===== src/design/kpd_pkg.sv =====
package kpd_pkg;

    localparam int COLUMNS   = 4;
    localparam int COL_W     = 2;
    localparam int ROW_W     = 4;
    localparam int TIME_W    = 32;
    localparam int KEY_W     = COL_W + ROW_W;
    localparam int CFG_W     = 16;
    localparam int CFG_IDX_W = 1;

    localparam logic [COL_W-1:0] LAST_COL = COL_W'(COLUMNS - 1);

    localparam logic [CFG_IDX_W-1:0] CFG_DEBOUNCE      = 1'd0;
    localparam logic [CFG_IDX_W-1:0] CFG_REPEAT_WINDOW = 1'd1;

    localparam logic [CFG_W-1:0] DEBOUNCE_RESET      = 16'd200;
    localparam logic [CFG_W-1:0] REPEAT_WINDOW_RESET = 16'd20;

    typedef struct packed {
        logic              row_active;
        logic [ROW_W-1:0]  row_index;
        logic [TIME_W-1:0] now_ms;
    } t_in_item;

    typedef struct packed {
        logic     valid;
        t_in_item item;
    } t_in_stage;

    typedef struct packed {
        logic                 we;
        logic [CFG_IDX_W-1:0] idx;
        logic [CFG_W-1:0]     data;
    } t_cfg_wr;

endpackage


===== src/design/kpd_in_if.sv =====
interface kpd_in_if import kpd_pkg::*; ();
    logic              valid;
    logic              ready;
    logic              row_active;
    logic [ROW_W-1:0]  row_index;
    logic [TIME_W-1:0] now_ms;

    modport source (output valid, output row_active, output row_index, output now_ms,
                    input ready);
    modport sink (input valid, input row_active, input row_index, input now_ms,
                  output ready);
endinterface


===== src/design/kpd_out_if.sv =====
interface kpd_out_if import kpd_pkg::*; ();
    logic             valid;
    logic             ready;
    logic             key_valid;
    logic [KEY_W-1:0] key_code;
    logic             repeating;
    logic [COL_W-1:0] next_column;

    modport source (output valid, output key_valid, output key_code, output repeating,
                    output next_column, input ready);
    modport sink (input valid, input key_valid, input key_code, input repeating,
                  input next_column, output ready);
endinterface


===== src/design/kpd_in_reg.sv =====
module kpd_in_reg import kpd_pkg::*; (
    input  logic      i_clk,
    input  logic      i_rst_n,
    kpd_in_if.sink    i_in,
    input  logic      i_advance,
    output t_in_stage o_stage
);

    logic     r_valid;
    t_in_item r_item;

    assign i_in.ready = !r_valid || i_advance;

    always_ff @(posedge i_clk) begin
        if (!i_rst_n) begin
            r_valid <= 1'b0;
        end else if (i_in.ready) begin
            r_valid <= i_in.valid;
        end
    end

    always_ff @(posedge i_clk) begin
        if (i_in.valid && i_in.ready) begin
            r_item.row_active <= i_in.row_active;
            r_item.row_index  <= i_in.row_index;
            r_item.now_ms     <= i_in.now_ms;
        end
    end

    assign o_stage.valid = r_valid;
    assign o_stage.item  = r_item;

endmodule


===== src/design/kpd_engine.sv =====
module kpd_engine import kpd_pkg::*; (
    input  logic      i_clk,
    input  logic      i_rst_n,
    input  t_in_stage i_stage,
    input  t_cfg_wr   i_cfg,
    output logic      o_advance,
    kpd_out_if.source o_out
);

    logic [CFG_W-1:0]  r_debounce_ms;
    logic [CFG_W-1:0]  r_repeat_window_ms;
    logic [COL_W-1:0]  r_col;
    logic              r_pend_valid;
    logic [KEY_W-1:0]  r_pend_key;
    logic              r_held_valid;
    logic [KEY_W-1:0]  r_held_key;
    logic              r_repeat_mode;
    logic [TIME_W-1:0] r_deb_start;
    logic [TIME_W-1:0] r_rep_start;

    logic              r_out_valid;
    logic              r_key_valid;
    logic [KEY_W-1:0]  r_key_code;
    logic              r_repeating;
    logic [COL_W-1:0]  r_next_column;

    logic [COL_W-1:0]  n_col;
    logic              n_pend_valid;
    logic [KEY_W-1:0]  n_pend_key;
    logic              n_held_valid;
    logic [KEY_W-1:0]  n_held_key;
    logic              n_repeat_mode;
    logic [TIME_W-1:0] n_deb_start;
    logic [TIME_W-1:0] n_rep_start;
    logic              n_key_valid;
    logic [KEY_W-1:0]  n_key_code;
    logic              n_repeating;

    logic [KEY_W-1:0]  code;
    logic [TIME_W-1:0] now;
    logic [TIME_W-1:0] rep_diff;
    logic [TIME_W-1:0] deb_diff;
    logic              rep_elapsed;
    logic              deb_elapsed;
    logic              fire;

    assign o_advance = !r_out_valid || o_out.ready;
    assign fire      = i_stage.valid && o_advance;

    assign now         = i_stage.item.now_ms;
    assign code        = {r_col, i_stage.item.row_index};
    assign rep_diff    = now - r_rep_start;
    assign rep_elapsed = rep_diff >= TIME_W'(r_repeat_window_ms);

    always_comb begin
        n_pend_valid  = r_pend_valid;
        n_pend_key    = r_pend_key;
        n_held_valid  = r_held_valid;
        n_held_key    = r_held_key;
        n_repeat_mode = r_repeat_mode;
        n_deb_start   = r_deb_start;
        n_rep_start   = r_rep_start;
        n_key_valid   = 1'b0;
        n_key_code    = '0;
        n_repeating   = 1'b0;

        // idle window clears repeat state
        if (!i_stage.item.row_active && rep_elapsed) begin
            n_repeat_mode = 1'b0;
            n_held_valid  = 1'b0;
        end

        if (i_stage.item.row_active && !(r_pend_valid && (r_pend_key == code))) begin
            if (r_held_valid && (r_held_key == code) && !rep_elapsed) begin
                n_repeat_mode = 1'b1;
                n_rep_start   = now;
            end else begin
                n_pend_valid  = 1'b1;
                n_pend_key    = code;
                n_deb_start   = now;
                n_held_valid  = 1'b0;
                n_repeat_mode = 1'b0;
            end
        end

        deb_diff    = now - n_deb_start;
        deb_elapsed = deb_diff >= TIME_W'(r_debounce_ms);

        if (!n_repeat_mode && n_pend_valid && deb_elapsed) begin
            n_key_valid  = 1'b1;
            n_key_code   = n_pend_key;
            n_held_valid = 1'b1;
            n_held_key   = n_pend_key;
            n_pend_valid = 1'b0;
            n_rep_start  = now;
        end else if (n_repeat_mode && n_held_valid) begin
            n_key_valid = 1'b1;
            n_repeating = 1'b1;
            n_key_code  = n_held_key;
        end

        n_col = (r_col >= LAST_COL) ? '0 : r_col + 1'b1;
    end

    always_ff @(posedge i_clk) begin
        if (!i_rst_n) begin
            r_debounce_ms      <= DEBOUNCE_RESET;
            r_repeat_window_ms <= REPEAT_WINDOW_RESET;
        end else if (i_cfg.we) begin
            case (i_cfg.idx)
                CFG_DEBOUNCE: begin
                    r_debounce_ms <= i_cfg.data;
                end
                CFG_REPEAT_WINDOW: begin
                    r_repeat_window_ms <= i_cfg.data;
                end
                default: begin
                end
            endcase
        end
    end

    always_ff @(posedge i_clk) begin
        if (!i_rst_n) begin
            r_col         <= '0;
            r_pend_valid  <= 1'b0;
            r_held_valid  <= 1'b0;
            r_repeat_mode <= 1'b0;
            r_deb_start   <= '0;
            r_rep_start   <= '0;
        end else if (fire) begin
            r_col         <= n_col;
            r_pend_valid  <= n_pend_valid;
            r_held_valid  <= n_held_valid;
            r_repeat_mode <= n_repeat_mode;
            r_deb_start   <= n_deb_start;
            r_rep_start   <= n_rep_start;
        end
    end

    always_ff @(posedge i_clk) begin
        if (fire) begin
            r_pend_key <= n_pend_key;
            r_held_key <= n_held_key;
        end
    end

    always_ff @(posedge i_clk) begin
        if (!i_rst_n) begin
            r_out_valid <= 1'b0;
        end else if (o_advance) begin
            r_out_valid <= i_stage.valid;
        end
    end

    always_ff @(posedge i_clk) begin
        if (fire) begin
            r_key_valid   <= n_key_valid;
            r_key_code    <= n_key_code;
            r_repeating   <= n_repeating;
            r_next_column <= n_col;
        end
    end

    assign o_out.valid       = r_out_valid;
    assign o_out.key_valid   = r_key_valid;
    assign o_out.key_code    = r_key_code;
    assign o_out.repeating   = r_repeating;
    assign o_out.next_column = r_next_column;

endmodule


===== src/design/keypad_scan_debounce_repeat_core.sv =====
// channel    dir   handshake      payload
// i_in       in    valid/ready    row_active, row_index[3:0], now_ms[31:0]
// o_out      out   valid/ready    key_valid, key_code[5:0], repeating, next_column[1:0]
// i_cfg_*    in    write enable   i_cfg_idx[0:0], i_cfg_data[15:0]
//
// one request per cycle sustained while o_out accepts results; an accepted request passes
// the input register, then the result register, around the scan/debounce logic
// i_rst_n is synchronous, active low; clears scan, debounce and repeat state, loads
// register defaults
// a stalled o_out holds its result while one more request waits in the input register
module keypad_scan_debounce_repeat_core import kpd_pkg::*; (
    input  logic                 i_clk,
    input  logic                 i_rst_n,
    kpd_in_if.sink               i_in,
    kpd_out_if.source            o_out,
    input  logic                 i_cfg_we,
    input  logic [CFG_IDX_W-1:0] i_cfg_idx,
    input  logic [CFG_W-1:0]     i_cfg_data
);

    t_in_stage stage;
    t_cfg_wr   cfg;
    logic      advance;

    assign cfg.we   = i_cfg_we;
    assign cfg.idx  = i_cfg_idx;
    assign cfg.data = i_cfg_data;

    kpd_in_reg u_in_reg (
        .i_clk     (i_clk),
        .i_rst_n   (i_rst_n),
        .i_in      (i_in),
        .i_advance (advance),
        .o_stage   (stage)
    );

    kpd_engine u_engine (
        .i_clk     (i_clk),
        .i_rst_n   (i_rst_n),
        .i_stage   (stage),
        .i_cfg     (cfg),
        .o_advance (advance),
        .o_out     (o_out)
    );

endmodule


===== src/flat_wrapper.sv =====
// flat-port wrapper written by rule: the top's interface ports become plain ports
module keypad_scan_debounce_repeat_core_flat import kpd_pkg::*;
  (i_clk, i_rst_n, i_cfg_we, i_cfg_idx, i_cfg_data, i_in_valid, i_in_row_active, i_in_row_index, i_in_now_ms, i_in_ready, o_out_valid, o_out_key_valid, o_out_key_code, o_out_repeating, o_out_next_column, o_out_ready);
  kpd_in_if i_in_i ();
  kpd_out_if o_out_i ();
  input  logic i_clk;
  input  logic i_rst_n;
  input  logic i_cfg_we;
  input  logic [CFG_IDX_W-1:0] i_cfg_idx;
  input  logic [CFG_W-1:0] i_cfg_data;
  input wire logic [$bits(i_in_i.valid)-1:0] i_in_valid;
  input wire logic [$bits(i_in_i.row_active)-1:0] i_in_row_active;
  input wire logic [$bits(i_in_i.row_index)-1:0] i_in_row_index;
  input wire logic [$bits(i_in_i.now_ms)-1:0] i_in_now_ms;
  output wire logic [$bits(i_in_i.ready)-1:0] i_in_ready;
  output wire logic [$bits(o_out_i.valid)-1:0] o_out_valid;
  output wire logic [$bits(o_out_i.key_valid)-1:0] o_out_key_valid;
  output wire logic [$bits(o_out_i.key_code)-1:0] o_out_key_code;
  output wire logic [$bits(o_out_i.repeating)-1:0] o_out_repeating;
  output wire logic [$bits(o_out_i.next_column)-1:0] o_out_next_column;
  input wire logic [$bits(o_out_i.ready)-1:0] o_out_ready;
  assign i_in_i.valid = i_in_valid;
  assign i_in_i.row_active = i_in_row_active;
  assign i_in_i.row_index = i_in_row_index;
  assign i_in_i.now_ms = i_in_now_ms;
  assign i_in_ready = i_in_i.ready;
  assign o_out_valid = o_out_i.valid;
  assign o_out_key_valid = o_out_i.key_valid;
  assign o_out_key_code = o_out_i.key_code;
  assign o_out_repeating = o_out_i.repeating;
  assign o_out_next_column = o_out_i.next_column;
  assign o_out_i.ready = o_out_ready;
  keypad_scan_debounce_repeat_core u_core (.i_clk(i_clk), .i_rst_n(i_rst_n), .i_in(i_in_i), .o_out(o_out_i), .i_cfg_we(i_cfg_we), .i_cfg_idx(i_cfg_idx), .i_cfg_data(i_cfg_data));
endmodule

===== config.mk =====
export PLATFORM = sky130hd
export DESIGN_NAME = keypad_scan_debounce_repeat_core_flat
export DESIGN_NICKNAME = d
export VERILOG_FILES = /design/src/design/kpd_pkg.sv /design/src/design/kpd_in_if.sv /design/src/design/kpd_out_if.sv /design/src/design/kpd_in_reg.sv /design/src/design/kpd_engine.sv /design/src/design/keypad_scan_debounce_repeat_core.sv /design/src/flat_wrapper.sv
export SDC_FILE = /design/constraint.sdc
export NUM_CORES = 1
export LEC_CHECK = 0
export ABC_AREA = 1
export BUFFER_PORTS_ARGS = -buffer_cell sky130_fd_sc_hd__buf_2
export CAP_MARGIN = 10
export CORE_MARGIN = 1.5
export CORE_UTILIZATION = 47
export DETAILED_ROUTE_END_ITERATION = 10
export HOLD_SLACK_MARGIN = 0.03
export PLACE_DENSITY = 0.71
export REMOVE_ABC_BUFFERS = 1
export SETUP_SLACK_MARGIN = 0.4
export SLEW_MARGIN = 20
export SYNTH_ARGS = -nofsm -noshare
export SYNTH_HDL_FRONTEND = slang
export SYNTH_HIERARCHICAL = 1
export SYNTH_SLANG_ARGS = --single-unit

===== constraint.sdc =====
create_clock -name i_clk -period 20.4 [get_ports i_clk]
set_clock_uncertainty 0.1 [all_clocks]
set_input_delay 1.02 -clock i_clk [delete_from_list [all_inputs] [get_ports i_clk]]
set_output_delay 1.02 -clock i_clk [all_outputs]
set_load 0.1 [all_outputs]

Word level (Yosys, flattened, before mapping)
Index checks and enable logic that the tools add are counted.
{ "classes": {"bitwise_logic": 1, "n_mux": 21, "reduce_logical": 24, "eq_ne": 2, "n_lt_le_gt_ge": 3, "add_sub_neg": 3} }
{ "ops": {"columns": ["op", "n"], "rows": [
  ["$mux 32", 5],
  ["$ge 32x16->1", 2],
  ["$sub 32x32->32", 2],
  ["$mux 6", 4],
  ["$eq 6x6->1", 2],
  ["$mux 1", 11],
  ["$logic_and 1x1->1", 10],
  ["$logic_not 1->1", 6],
  ["$reduce_and 2->1", 3],
  ["$reduce_bool 2->1", 2],
  ["$reduce_and 3->1", 1],
  ["$add 2x1->2 const B", 1],
  ["$ge 2x2->1 const B", 1],
  ["$logic_or 1x1->1", 2],
  ["$mux 2", 1],
  ["$not 1->1", 1]
]} }
{ "totals": {"elab_cells": 73, "inputBits": 59, "regBits": 162} }

Longest topological paths before layout
{ "depth": {"word_depth": 11, "depth_mapped": 58, "ltp_nobuf": 53} }

By module
The synthesis kept the hierarchy.
{ "by_module_without_submodules": {"columns": ["mod", "cells_per_inst", "instances", "area_per_inst_um2"], "rows": [
  ["kpd_engine", 1683, 1, 10497.6],
  ["kpd_in_reg", 45, 1, 1169.9]
]} }

Least setup slack after synthesis
No wires, ideal clock.
{ "synth_path": {"path_type": "reg2reg", "startpoint": "register u_core.u_in_reg.r_item, in the netlist u_core/u_in_reg/o_stage[0]", "endpoint": "register u_core.u_engine.r_held_key[0], enable pin", "period_less_slack_ps": 7154, "t_arrival_ps": 6791, "stages_incl_launch_ff": 57, "path_buffers": 5, "setup_slack_ps": 13246, "required_ps": 20038, "path_cell_list": "edfxtp_1 -> inv_1 -> ha_1 -> fa_1 -> inv_1 -> nand2_1 -> nand2_1 -> nand3_1 -> nand2_1 -> nand2_1 -> nand2_2 -> xor2_1 -> ha_1 -> a21oi_1 -> nor2_1 -> a211oi_1 -> nand2_1 -> nor2_1 -> [... 21 more ...] -> xor2_1 -> ha_1 -> a21oi_1 -> nor2_1 -> nor2_1 -> o21ai_0 -> a21oi_1 -> o21ai_0 -> nor2_1 -> nand2_1 -> nor2_1 -> nand3_1 -> nor2_1 -> nand2_1 -> nand3_2 -> buf_6 -> buf_6 -> inv_1"} }
{ "synth_between": {"elab_chain_cells": 10, "word_cells_on_any_way": 18, "cone_classes": "add/sub: 2; order compare: 2; mux: 7; reduce/logical: 7"} }
{ "synth_rtl": {"columns": ["item", "line", "source"], "rows": [
  ["start: declaration", "kpd_in_reg.sv:10", "t_in_item r_item;"],
  ["$sub 32x32->32", "kpd_engine.sv:52", "assign rep_diff = now - r_rep_start;"],
  ["$ge 32x16->1", "kpd_engine.sv:53", "assign rep_elapsed = rep_diff >= TIME_W'(r_repeat_window_ms);"],
  ["$logic_not 1->1", "kpd_engine.sv:74", "if (r_held_valid && (r_held_key == code) && !rep_elapsed) begin"],
  ["$logic_and 1x1->1", "kpd_engine.sv:74", null],
  ["$mux 32", "kpd_engine.sv:74", null],
  ["$mux 32", "kpd_engine.sv:73", "if (i_stage.item.row_active && !(r_pend_valid && (r_pend_key == code))) begin"],
  ["via u_core.u_engine.n_deb_start[1]", "kpd_engine.sv:33", "logic [TIME_W-1:0] n_deb_start;"],
  ["$sub 32x32->32", "kpd_engine.sv:86", "deb_diff = now - n_deb_start;"],
  ["$ge 32x16->1", "kpd_engine.sv:87", "deb_elapsed = deb_diff >= TIME_W'(r_debounce_ms);"],
  ["$logic_and 1x1->1", "kpd_engine.sv:89", "if (!n_repeat_mode && n_pend_valid && deb_elapsed) begin"],
  ["$reduce_and 2->1 (no source line)", null, null],
  ["end signal: assignment", "kpd_engine.sv:144", "r_held_key <= n_held_key;"],
  ["end: declaration", "kpd_engine.sv:16", "logic [KEY_W-1:0] r_held_key;"]
]} }
The timed path passes the listed nets, and every way through them passes these cells.
A chain may end at the register's enable or synchronous reset.

Worst setup path in the final report
{ "layout_path": {"startpoint": "register u_core.u_in_reg.r_item, in the netlist u_core/u_in_reg/o_stage[1]", "endpoint": "register u_core.u_engine.r_held_key[5], enable pin"} }
The elaborated chain is that of the path after synthesis.

==> flow_metrics.py <==
metrics = {
    "grt": {
        "antenna_found_initial": 0,
        "grt.overflow.total": 0,
        "top_usage_layer": "met2",
        "use_met3_pct": 3.15,
        "met1_usage_pct": 34.2,
        "grt_first_pass_wirelength_um": 49900,
        "grt_pass1_vias": 9784,
        "globalRouteMet2Util_pct": 39.0,
        "grt_start_max_net_pins": 100,
        "grt_use_total_pct": 24.4,
    },
    "route": {
        "drt_drc_violations_left": 0,
        "final_antenna_net_count": 0,
        "vias": 11002,
        "via_count_normalized_by_instance_count": 5.20,
        "post_drt_wl_per_cell_um": 14.7,
        "routed_wirelength_um": 31100,
        "drt_iter0_drc": 860,
        "pre_antenna_drt_iters": 5,
    },
    "yosys": {
        "synth_seq_area_share_pct": 32.9,
        "ys_dominant_reg_cell": "dfxtp_1",
        "netlist-cell-type-count": 48,
        "avgSynthCellArea_um2": 6.75,
        "postSynth.asyncResetShare_pct": 0,
        "synthesis.yosys.warnings": 6,
        "synth-edff-count": 59,
        "postSynthRegisterBits": 162,
        "netlist_area_mm2": 0.0117,
        "syn_inst": 1728,
    },
    "clocking": {
        "cts_htree_levels": 4,
        "max-clock-path-buffers": 2,
        "cts_root_buf": "clkbuf_16",
        "cts_tree": "yes",
        "tritoncts_buffer_count": 17,
        "insertion_delay_ps": 430,
        "cts_hold_repair.buffers": 0,
        "cts_resized": 0,
        "clock-sinks": 162,
        "path_clk_slew_ps": 70,
        "post-cts-setup-buffers": 0,
    },
    "setup_path": {
        "timing.critical_path.required_ps": 20420,
        "critical-path-max-stage-delay_ps": 620,
        "critical_path.most_common_cell": "nand2_1",
        "timing.critical_path.slowest_stage_cell": "buf_4",
        "setup.worst_path.end_class": "register",
        "timing.critical_path.arrival_ps": 9130,
        "setup.worst_path.start_class": "register",
        "criticalPathCategory": "register to register",
        "path_max_fanout": 84,
    },
    "place": {
        "gpl.final_weighted_congestion": 0.979,
        "placement.io_buffers": 70,
        "dpl.hpwl_um": 24000,
    },
    "die": {
        "design.die.area_mm2": 0.0258,
        "core_area_mm2": 0.0243,
        "die_h_um": 161,
        "initial_utilization_pct": 48.0,
        "core_rows": 57,
        "top_level_ports": 71,
        "chip_width_um": 161,
    },
    "power_and_ir_drop": {
        "vdd.ir_drop.worst_v": 0.0000695,
        "fin_total_pwr_mw": 1.02,
        "total_leakage_power_nw": 6.42,
        "power_per_cell_area_mw_per_mm2": 79.1,
    },
    "sta": {
        "finalSetupViolations": 0,
        "timing_max_transition_violations_final": 0,
        "fin_tns_setup_ps": 0,
        "post-route-min-period_ps": 9120,
        "timing.final.crit_share_pct": 44.7,
        "worst-slew-pin-transition_ps": 974,
        "clock.fmax_ghz": 0.110,
        "setup_repair_after_global_routing_missed_its_margin": "false",
        "worst_slew_margin_rel_pct": 35.1,
        "final_hold_viol_count": 0,
    },
    "cells_and_area": {
        "layout_commonest_cell": "nand2_1",
        "synthToLayoutAreaGrowth_pct": 10.6,
        "layout-drive-gt1-share_pct": 9.21,
        "final_net_count": 1932,
        "layout.cells.most_common_list": "458 x nand2_1, 299 x inv_1, 152 x a21oi_1, 146 x nor2_1, 121 x o21ai_0",
        "diodes": 0,
    },
    "run": {
        "cap_violations": 0,
    },
    "status": {
        "run_status": "finished, final reports clean",
    },
    "hold_path": {
        "worst_hold_path_type": "register to register",
    },
}
## stage by stage
stage	setup WS [ps]	hold WS, ps	cell area [um^2]	utilization, %	std cells
detailed placement	11410	346	12200	50.3	2084
global placement	11580	340	12200	50.3	2084
global route	10360	375	12900	53.1	2116
floorplan	12510	329	11400	-	1684
finish	11280	356	12900	53.1	2116
CTS	11340	356	12900	53.1	2116
## flip-flops by register name, summed over array words and instances (netlist names), 2 cells and up
register	cells
u_core/u_engine/r_pend_key	6
u_core/u_engine/r_repeat_window_ms	16
u_core/u_engine/r_debounce_ms	16
u_core/u_engine/o_out.key_code	6
u_core/u_engine/r_held_key	6
u_core/u_engine/r_rep_start	32
u_core/u_in_reg/o_stage	37
u_core/u_engine/o_out.next_column	2
u_core/u_engine/r_col	2
u_core/u_engine/r_deb_start	32
## where the power goes
part | internal (mW) | switching (mW) | total [mW]
sequential | 0.355 | 0.0121 | 0.367
combinational | 0.0982 | 0.188 | 0.286
clock | 0.218 | 0.150 | 0.368
## kinds of logic (layout without fill, tap and decap cells)
kind of cell,Yosys count,after routing,synth area share [%]
adders and majority gates,94,94,10.2
AOI/OAI and AO/OA,321,321,15.0
buffers and inverters,350,414,11.9
DFF,162,162,32.9
xor gates and xnor gates,35,35,2.63
muxes,1,1,0.0858
and+or+nand+nor,765,765,27.3
## layout make-up
| type | count | area [um^2] |
|---|---|---|
| Clock buffer | 19 | 454 |
| Clock inverter | 13 | 210 |
| Fill cell | 2396 | 11400 |
| Inverter | 306 | 1150 |
| Multi-Input combinational cell | 1216 | 6460 |
| Sequential cell | 162 | 3830 |
| Tap cell | 324 | 405 |
| Timing Repair Buffer | 76 | 395 |
## worst max-delay path: cells and delay by family (launching register included)
| family | cells | cell delay (ps) |
|---|---|---|
| buffers and inverters | 5 | 1790 |
| AOI/OAI and AO/OA | 12 | 2040 |
| adders and majority gates | 5 | 1630 |
| and+or+nand+nor | 27 | 2490 |
| DFF | 1 | 480 |
| xor gates and xnor gates | 2 | 270 |
## cells in the mapped netlist, types with 3 or more instances
master | number | area, um^2
buf_1 | 4 | 15.0
nand3_1 | 85 | 425
o211ai_1 | 6 | 45.0
a211oi_1 | 4 | 30.0
nand2_2 | 20 | 125
xor2_1 | 25 | 219
nor2_1 | 146 | 548
dfxtp_1 | 103 | 2060
o21bai_1 | 5 | 37.5
xnor2_1 | 10 | 87.6
clkbuf_1 | 27 | 101
buf_2 | 4 | 20.0
a21o_1 | 3 | 22.5
nand3_2 | 5 | 50.1
inv_2 | 5 | 18.8
nand4_1 | 13 | 81.3
inv_1 | 299 | 1120
a21oi_2 | 13 | 114
nand2_1 | 459 | 1720
nor2_2 | 7 | 43.8
nor3_1 | 13 | 65.1
edfxtp_1 | 59 | 1770
nor4_1 | 3 | 18.8
buf_6 | 6 | 67.6
ha_1 | 92 | 1150
o21ai_0 | 121 | 606
a22o_1 | 3 | 26.3
nand3b_1 | 9 | 67.6
a21oi_1 | 153 | 766
## worst paths after layout
check                                                startpoint                               to  slack [ps]  depth (start not counted)
worst max-delay path                 u_core/u_in_reg/o_stage[1]    u_core/u_engine/r_held_key[5]       11280                         51
worst min-delay path            u_core/u_engine/r_deb_start[27]  u_core/u_engine/r_deb_start[27]         360                          2
worst max register to register       u_core/u_in_reg/o_stage[1]    u_core/u_engine/r_held_key[5]       11280                         51
worst min register to register  u_core/u_engine/r_deb_start[27]  u_core/u_engine/r_deb_start[27]         360                          2
## metal layers
layer | vias up | wire length (um)
li1 | 5640 | -
met1 | 4952 | 14800
met2 | 367 | 13700
met3 | 43 | 1920
met4 | 0 | 720
met5 | - | 0
Power figures use the tool's default switching activity.
